--- src/rtl/npsched_pkg.sv ---
// Shared types and constants for the non-preemptive priority scheduler.
`default_nettype none
package npsched_pkg;

  localparam int ARR_W   = 16;
  localparam int BURST_W = 16;
  localparam int PRIO_W  = 8;
  localparam int TIME_W  = 22;
  localparam int IDX_W   = 5;
  localparam int IDX_LIMIT = 32;

  typedef struct packed {
    logic [ARR_W-1:0]   arrival;
    logic [BURST_W-1:0] burst;
    logic [PRIO_W-1:0]  prio;
    logic               done;
  } rec_t;

  typedef struct packed {
    logic               rdy_found;
    logic [ARR_W-1:0]   rdy_arr;
    logic [BURST_W-1:0] rdy_burst;
    logic [PRIO_W-1:0]  rdy_prio;
    logic               pend_found;
    logic [ARR_W-1:0]   pend_arr;
    logic [BURST_W-1:0] pend_burst;
    logic [PRIO_W-1:0]  pend_prio;
  } pick_t;

endpackage
`default_nettype wire

--- src/rtl/npsched_cell.sv ---
// One cell of the process ring: holds a record and passes it to its neighbor.
`default_nettype none
module npsched_cell (
  input  wire logic               clk,
  input  wire logic               rst,
  input  wire logic               shift,
  input  wire npsched_pkg::rec_t  din,
  input  wire logic               set_done,
  input  wire logic               clr_done,
  output npsched_pkg::rec_t       dout
);

  logic [npsched_pkg::ARR_W-1:0]   arrival;
  logic [npsched_pkg::BURST_W-1:0] burst;
  logic [npsched_pkg::PRIO_W-1:0]  prio;
  logic                            done;

  always_ff @(posedge clk) begin
    if (shift) begin
      arrival <= din.arrival;
      burst   <= din.burst;
      prio    <= din.prio;
    end
  end

  always_ff @(posedge clk) begin
    if (rst) begin
      done <= 1'b0;
    end else if (shift) begin
      done <= din.done;
    end else if (clr_done) begin
      done <= 1'b0;
    end else if (set_done) begin
      done <= 1'b1;
    end
  end

  assign dout.arrival = arrival;
  assign dout.burst   = burst;
  assign dout.prio    = prio;
  assign dout.done    = done;

endmodule
`default_nettype wire

--- src/rtl/npsched_pick.sv ---
// Selection unit: watches one ring cell per cycle while step is high and keeps the best candidates.
`default_nettype none
module npsched_pick #(
  parameter int POS_W = 5
) (
  input  wire logic                           clk,
  input  wire logic                           rst,
  input  wire logic                           clr,
  input  wire logic                           step,
  input  wire logic                           occupied,
  input  wire npsched_pkg::rec_t              sample,
  input  wire logic [POS_W-1:0]               pos,
  input  wire logic [npsched_pkg::TIME_W-1:0] clock_now,
  output npsched_pkg::pick_t                  pk,
  output logic [POS_W-1:0]                    rdy_pos,
  output logic [POS_W-1:0]                    pend_pos
);

  logic live;
  logic is_ready;
  logic take_rdy;
  logic take_pend;

  assign live     = step && occupied && !sample.done;
  assign is_ready = npsched_pkg::TIME_W'(sample.arrival) <= clock_now;
  assign take_rdy = live && is_ready && (!pk.rdy_found || sample.prio < pk.rdy_prio);
  assign take_pend = live && (!pk.pend_found || sample.arrival < pk.pend_arr ||
                     (sample.arrival == pk.pend_arr && sample.prio < pk.pend_prio));

  always_ff @(posedge clk) begin
    if (rst || clr) begin
      pk.rdy_found  <= 1'b0;
      pk.pend_found <= 1'b0;
    end else begin
      if (take_rdy) begin
        pk.rdy_found <= 1'b1;
      end
      if (take_pend) begin
        pk.pend_found <= 1'b1;
      end
    end
    if (take_rdy) begin
      pk.rdy_arr   <= sample.arrival;
      pk.rdy_burst <= sample.burst;
      pk.rdy_prio  <= sample.prio;
      rdy_pos      <= pos;
    end
    if (take_pend) begin
      pk.pend_arr   <= sample.arrival;
      pk.pend_burst <= sample.burst;
      pk.pend_prio  <= sample.prio;
      pend_pos      <= pos;
    end
  end

endmodule
`default_nettype wire

--- src/rtl/nonpreemptive_priority_scheduler_core.sv ---
// Top level of the non-preemptive priority scheduler: ring of cells, selector and control.
//
// Input channel: one beat per process record (arrival, burst, prio, last).
// Records are taken one per cycle while the block is loading. A record that
// arrives when the store already holds its capacity is dropped. The beat with
// last set closes the set and starts the schedule at time zero.
// Output channel: one beat per scheduled process in schedule order, with
// final_res set on the last one of the set.
// For each result, where CAP is the smaller of MAX_PROCS and 32, the record
// ring rotates once past the selector, one cell per cycle, and the PUT state
// then commits the pick. No record is taken while a schedule runs.
// When the receiver stalls, the result holds in the output register and the
// next selection stops before its commit until the register is free.
// Reset clears the done flags, the record count, the time and all valid state.
`default_nettype none
module nonpreemptive_priority_scheduler_core #(
  parameter int MAX_PROCS = 32
) (
  input  wire logic                                clk,
  input  wire logic                                rst,
  input  wire logic                                in_valid,
  output logic                                     in_stall,
  input  wire logic [npsched_pkg::ARR_W-1:0]       arrival,
  input  wire logic [npsched_pkg::BURST_W-1:0]     burst,
  input  wire logic [npsched_pkg::PRIO_W-1:0]      prio,
  input  wire logic                                last,
  output logic                                     out_valid,
  input  wire logic                                out_stall,
  output logic [npsched_pkg::IDX_W-1:0]            proc_index,
  output logic [npsched_pkg::TIME_W-1:0]           start_at,
  output logic [npsched_pkg::TIME_W-1:0]           end_at,
  output logic [npsched_pkg::TIME_W-1:0]           wait_ticks,
  output logic [npsched_pkg::TIME_W-1:0]           turnaround_ticks,
  output logic                                     final_res
);

  localparam int CAP   = (MAX_PROCS < npsched_pkg::IDX_LIMIT) ? MAX_PROCS
                                                              : npsched_pkg::IDX_LIMIT;
  localparam int POS_W = (CAP > 1) ? $clog2(CAP) : 1;
  localparam int CNT_W = $clog2(CAP + 1);
  localparam int TW    = npsched_pkg::TIME_W;

  typedef enum logic [2:0] {
    S_IDLE = 3'b001,
    S_SCAN = 3'b010,
    S_PUT  = 3'b100
  } state_t;

  state_t                 state;
  logic [CNT_W-1:0]       loaded_count;
  logic [CNT_W-1:0]       sched_n;
  logic [POS_W-1:0]       scan_k;
  logic [TW-1:0]          clock_now;

  npsched_pkg::rec_t      chain [CAP];
  npsched_pkg::rec_t      new_rec;
  npsched_pkg::rec_t      tail_in;
  logic [CAP-1:0]         done_vec;
  logic [CAP-1:0]         set_done;

  npsched_pkg::pick_t     pk;
  logic [POS_W-1:0]       rdy_pos;
  logic [POS_W-1:0]       pend_pos;

  logic                   in_fire;
  logic                   load_fire;
  logic                   put_fire;
  logic                   last_put;
  logic                   shift;
  logic                   occupied;
  logic                   pick_clr;

  logic [POS_W-1:0]              sel_pos;
  logic [CNT_W-1:0]              sel_idx;
  logic [npsched_pkg::ARR_W-1:0] sel_arr;
  logic [npsched_pkg::BURST_W-1:0] sel_burst;
  logic [TW-1:0]                 sel_start;
  logic [TW-1:0]                 sel_end;

  assign in_stall  = (state != S_IDLE);
  assign in_fire   = in_valid && !in_stall;
  assign load_fire = in_fire && (loaded_count < CNT_W'(CAP));
  assign put_fire  = (state == S_PUT) && (!out_valid || !out_stall);
  assign last_put  = (sched_n == loaded_count - CNT_W'(1));
  assign shift     = load_fire || (state == S_SCAN);
  assign pick_clr  = (in_fire && last) || (put_fire && !last_put);
  assign occupied  = ((CNT_W + 1)'(scan_k) + (CNT_W + 1)'(loaded_count)) >=
                     (CNT_W + 1)'(CAP);

  assign new_rec.arrival = arrival;
  assign new_rec.burst   = burst;
  assign new_rec.prio    = prio;
  assign new_rec.done    = 1'b0;
  assign tail_in = (state == S_IDLE) ? new_rec : chain[0];

  for (genvar i = 0; i < CAP; i++) begin : g_cell
    npsched_pkg::rec_t din;
    if (i == CAP - 1) begin : g_tail
      assign din = tail_in;
    end else begin : g_body
      assign din = chain[i+1];
    end
    assign set_done[i] = put_fire && !last_put && (sel_pos == POS_W'(i));
    assign done_vec[i] = chain[i].done;
    npsched_cell u_cell (
      .clk      (clk),
      .rst      (rst),
      .shift    (shift),
      .din      (din),
      .set_done (set_done[i]),
      .clr_done (put_fire && last_put),
      .dout     (chain[i])
    );
  end

  npsched_pick #(
    .POS_W (POS_W)
  ) u_pick (
    .clk       (clk),
    .rst       (rst),
    .clr       (pick_clr),
    .step      (state == S_SCAN),
    .occupied  (occupied),
    .sample    (chain[0]),
    .pos       (scan_k),
    .clock_now (clock_now),
    .pk        (pk),
    .rdy_pos   (rdy_pos),
    .pend_pos  (pend_pos)
  );

  assign sel_pos   = pk.rdy_found ? rdy_pos : pend_pos;
  assign sel_arr   = pk.rdy_found ? pk.rdy_arr : pk.pend_arr;
  assign sel_burst = pk.rdy_found ? pk.rdy_burst : pk.pend_burst;
  assign sel_start = pk.rdy_found ? clock_now : TW'(pk.pend_arr);
  assign sel_end   = sel_start + TW'(sel_burst);
  assign sel_idx   = CNT_W'(sel_pos) + loaded_count - CNT_W'(CAP);

  always_ff @(posedge clk) begin
    if (rst) begin
      state        <= S_IDLE;
      loaded_count <= '0;
      sched_n      <= '0;
      scan_k       <= '0;
      clock_now    <= '0;
    end else begin
      unique case (state)
        S_IDLE: begin
          if (load_fire) begin
            loaded_count <= loaded_count + CNT_W'(1);
          end
          if (in_fire && last) begin
            state  <= S_SCAN;
            scan_k <= '0;
          end
        end
        S_SCAN: begin
          if (scan_k == POS_W'(CAP - 1)) begin
            scan_k <= '0;
            state  <= S_PUT;
          end else begin
            scan_k <= scan_k + POS_W'(1);
          end
        end
        S_PUT: begin
          if (put_fire) begin
            if (last_put) begin
              state        <= S_IDLE;
              loaded_count <= '0;
              sched_n      <= '0;
              clock_now    <= '0;
            end else begin
              state     <= S_SCAN;
              sched_n   <= sched_n + CNT_W'(1);
              clock_now <= sel_end;
            end
          end
        end
        default: begin
          state <= S_IDLE;
        end
      endcase
    end
  end

  always_ff @(posedge clk) begin
    if (rst) begin
      out_valid <= 1'b0;
    end else if (put_fire) begin
      out_valid <= 1'b1;
    end else if (!out_stall) begin
      out_valid <= 1'b0;
    end
  end

  always_ff @(posedge clk) begin
    if (put_fire) begin
      proc_index       <= npsched_pkg::IDX_W'(sel_idx);
      start_at         <= sel_start;
      end_at           <= sel_end;
      wait_ticks       <= sel_start - TW'(sel_arr);
      turnaround_ticks <= sel_end - TW'(sel_arr);
      final_res        <= last_put;
    end
  end

  a_scan_nonempty: assert property (@(posedge clk) disable iff (rst)
    (state == S_SCAN) |-> (loaded_count != '0))
    else $error("Schedule scan running over an empty record set.");

  a_commit_has_pick: assert property (@(posedge clk) disable iff (rst)
    put_fire |-> (pk.rdy_found || pk.pend_found))
    else $error("Commit without any unfinished process found.");

  a_idle_jump_forward: assert property (@(posedge clk) disable iff (rst)
    (put_fire && !pk.rdy_found) |-> (TW'(pk.pend_arr) > clock_now))
    else $error("Idle time jump does not move the clock forward.");

  a_done_marked: assert property (@(posedge clk) disable iff (rst)
    (put_fire && !last_put) |=> done_vec[$past(sel_pos)])
    else $error("Scheduled process not marked done.");

endmodule
`default_nettype wire
--- config.mk ---
export PLATFORM = sky130hd
export DESIGN_NAME = nonpreemptive_priority_scheduler_core
export DESIGN_NICKNAME = d
export VERILOG_FILES = /design/src/rtl/npsched_pkg.sv /design/src/rtl/npsched_cell.sv /design/src/rtl/npsched_pick.sv /design/src/rtl/nonpreemptive_priority_scheduler_core.sv
export SDC_FILE = /design/constraint.sdc
export NUM_CORES = 1
export LEC_CHECK = 0
export BUFFER_PORTS_ARGS = -buffer_cell sky130_fd_sc_hd__buf_4
export CAP_MARGIN = 0
export CORE_MARGIN = 8
export CORE_UTILIZATION = 60
export CTS_CLUSTER_DIAMETER = 50
export DETAILED_ROUTE_END_ITERATION = 7
export MAX_ROUTING_LAYER = met4
export PLACE_DENSITY = 0.85
export SYNTH_ARGS = -nofsm -noshare
export SYNTH_HDL_FRONTEND = slang
export SYNTH_SLANG_ARGS = --single-unit
--- constraint.sdc ---
create_clock -name clk -period 34.8 [get_ports clk]
set_clock_uncertainty 0.2 [all_clocks]
set_input_delay 3.48 -clock clk [delete_from_list [all_inputs] [get_ports clk]]
set_output_delay 3.48 -clock clk [all_outputs]
set_load 0.02 [all_outputs]
==> flow_summary_export.csv <==
group,metric,value,unit
worst_setup_path,worst_r2r_startpoint,"state[2]",
global_route,overflow,0,
final_layout,stdcell_count,4059,
sta,tns,0,ns
outcome,status,"complete, no violations",
worst_setup_path,ff2ff_path_depth,8,
worst_hold_path,hold_depth,0,
worst_setup_path,reg2reg_to,"g_cell[28].u_cell.prio[5]",
drt,via_per_inst,5.85,
sta,slew_headroom,6.06,%
yosys,synth_edf_count,1464,
die,die_height,311,µm
yosys,synth.net_count,2668,
clock_tree,clock_path_buffers,3,
sta,finalSetupViolCount,0,
placed_design,place_ws,26.48,ns
yosys,synth_top_area_share,84.3,%
clock_tree,clk_latency,0.76,ns
placed_design,portBuffers,140,
worst_hold_path,whs_endpoint,"g_cell[8].u_cell.burst[11]",
global_route,groute.layer.met1.usage,28.6,%
global_route,grt_first_pass_wirelength,153000,µm
clock_tree,cts.sinks,1541,
yosys,yosysSeqAreaShare,87.3,%
drt,vias,23700,
clock_tree,cts_made_buffers,150,
yosys,yosysUniqueCellTypes,73,
yosys,avgSynthCellArea,20.8,µm²
drt,ant_nets,0,
clock_tree,cts.repair.resized,0,
worst_setup_path,rrSetupSlack,28.57,ns
drt,wl_per_cell,25.1,µm
worst_setup_path,cp-start-kind,"input pin",
placed_design,dpl.hpwl,54300,µm
clock_tree,clk_pin_slew,0.07,ns
final_layout,seqCellArea,45500,µm²
sta,fin_crit_sh,21.9,%
final_layout,drive_gt1_share,16.2,%
worst_setup_path,critical_path_required,34.94,ns
pwr,p_per_area,66.2,nW/µm²
clock_tree,post-cts-setup-buffers,0,
global_route,met3_usage,4.65,%
clock_tree,root_buffer,"clkbuf_16",
final_layout,multi_input_area,6170,µm²
worst_hold_path,hold_path_startpoint,"g_cell[9].u_cell.burst[11]",
yosys,synthTopCellsByArea,"edfxtp_1 (84%), dfxtp_1 (3.0%), ha_1 (2.6%), mux2_2 (1.2%), a21oi_1 (0.94%)",
sta,slew_viol_final,0,
global_route,grt_util_all_layers,21.6,%
global_route,grt_use_met2,33.3,%
worst_hold_path,hp-class,"reg2reg",
worst_setup_path,crit_fanout,127,
global_route,grt_pass1_vias,24000,
worst_setup_path,end_kind,"flop",
sta,min_period,7.62,ns
clock_tree,cts_tree,"built",
placed_design,placedCellCount,3785,
clock_tree,cts-hold-fix-buffers,0,
pwr,p_leak,20.6,nW
yosys,synth_most_common_cell,"edfxtp_1",
yosys,synthArstFlopShare,0,%
yosys,netlist_area,52100,µm²
die,core_area,86500,µm²
flow_run,cap_viol_max_count,0,
pwr,ir_worst_vdd,48.8,µV
worst_setup_path,path_class,"in2reg",
sta,rsz0062_at_grt,"false",
drt,drtIter0Drc,2807,
drt,first_pass_iters,6,
worst_setup_path,cp.arrival,7.76,ns
global_route,antenna_found_initial,3,
placed_design,gp_congestion,0.884,
final_layout,fin_util,68.9,%
drt,drc,0,
sta,fmax,131,MHz
die,initial_utilization,60.3,%
die,die-area,96600,µm²
yosys,synthFlopType,"edfxtp_1",
yosys,netlist_instances,2510,
placed_design,place_area,54700,µm²
die,die_w,311,µm
final_layout,fin_area,59500,µm²
drt,drt_wl_total,102000,µm
die,io_pins,141,
yosys,yosysTopAreaCell,"edfxtp_1",
final_layout,n_fill_cell,4946,
sta,setup_ws,27.18,ns
sta,hold_violations,0,
sta,worst_pin_slew,1.41,ns
yosys,yosys_warnings,0,
die,rows,108,
yosys,ys_top_cells_by_count,"edfxtp_1 (1464), ha_1 (108), nand2_1 (99)",
final_layout,fin_nets,2940,
clock_tree,ctsHtreeMaxLevel,4,
final_layout,area_growth,14.2,%
global_route,grt_max_degree,237,
yosys,ys_ff_latch,1541,
global_route,top_usage_layer,"met2",
==> metrics by stage <==
| step | total power [mW] | hold slack [ns] |
|---|---|---|
| final | 3.94 | 0.187 |
| after global routing | 4.05 | 0.202 |
| after CTS | 3.97 | 0.194 |
| after detailed placement | 2.35 | 0.205 |
| after global placement | 2.33 | 0.200 |
| after floorplan | 2.43 | 0.200 |
==> power breakdown <==
part,switching (mW),leakage (nW),internal (mW)
logic,0.0629,3.57,0.0169
clock network,0.719,2.38,0.907
registers,0.0498,14.7,2.19
==> state kept, by name, summed over array words and instances, names as in the netlist, 32 cells and up <==
signal	flops
g_cell.u_cell.done	32
g_cell.u_cell.burst	512
g_cell.u_cell.arrival	512
u_pick.pk	82
g_cell.u_cell.prio	256
==> metal layers <==
| layer | vias up | share of wire (%) |
|---|---|---|
| met5 | - | 0 |
| met4 | 0 | 3.4 |
| met3 | 261 | 8.1 |
| met2 | 1191 | 48 |
| met1 | 12000 | 40 |
| li1 | 10300 | - |
==> logic make-up after synthesis <==
group,Yosys count,synth area share [%]
buffers and inverters,125,0.924
flip-flops,1541,87.3
XOR/XNOR,72,1.27
AO/OA/AOI/OAI,279,3.30
AND/OR/NAND/NOR,302,2.82
adder cells (fa/ha/maj),113,2.78
multiplexers,78,1.63
==> critical path, stage by stage <==
cell     delay (ns)
buf_4          0.10
nor2b_1        0.19
a21oi_1        0.19
inv_8          0.68
buf_4          0.91
buf_4          0.92
buf_4          1.02
==> final cells by class <==
type	instances	area share (%)
Clock buffer	184	6.66
Clock inverter	88	1.53
Antenna cell	2	0.00841
Tap cell	1155	2.43
Sequential cell	1541	76.4
Multi-Input combinational cell	844	10.4
Timing Repair Buffer	159	2.03
Inverter	86	0.561
==> worst max path at each step <==
stage	from	endpoint	slack, ns	cells past startpoint
6_report	in_valid	g_cell[28].u_cell.prio[5]	27.18	7
5_1_grt	in_valid	g_cell[26].u_cell.burst[2]	27.03	7
2_1_floorplan	in_valid	g_cell[0].u_cell.done	4.18	6
4_1_cts	in_valid	g_cell[28].u_cell.prio[5]	27.31	7
3_5_place_dp	in_valid	g_cell[26].u_cell.burst[5]	26.48	7
3_3_place_gp	in_valid	g_cell[27].u_cell.burst[1]	26.76	7
==> placed cells by master, fill, tap and decap left out, types with 24 or more instances in the layout <==
cell type	netlist	final
a21oi_1	98	98
buf_4	1	158
clkbuf_1	28	29
clkbuf_16	0	153
clkinv_2	1	28
dfxtp_1	77	76
edfxtp_1	1464	1464
ha_1	108	108
inv_1	85	83
mux2_2	56	56
nand2_1	99	99
nand3_1	24	24
nor2_1	76	76
o21ai_0	57	57
xnor2_1	47	47
Power figures use the tool's default switching activity.
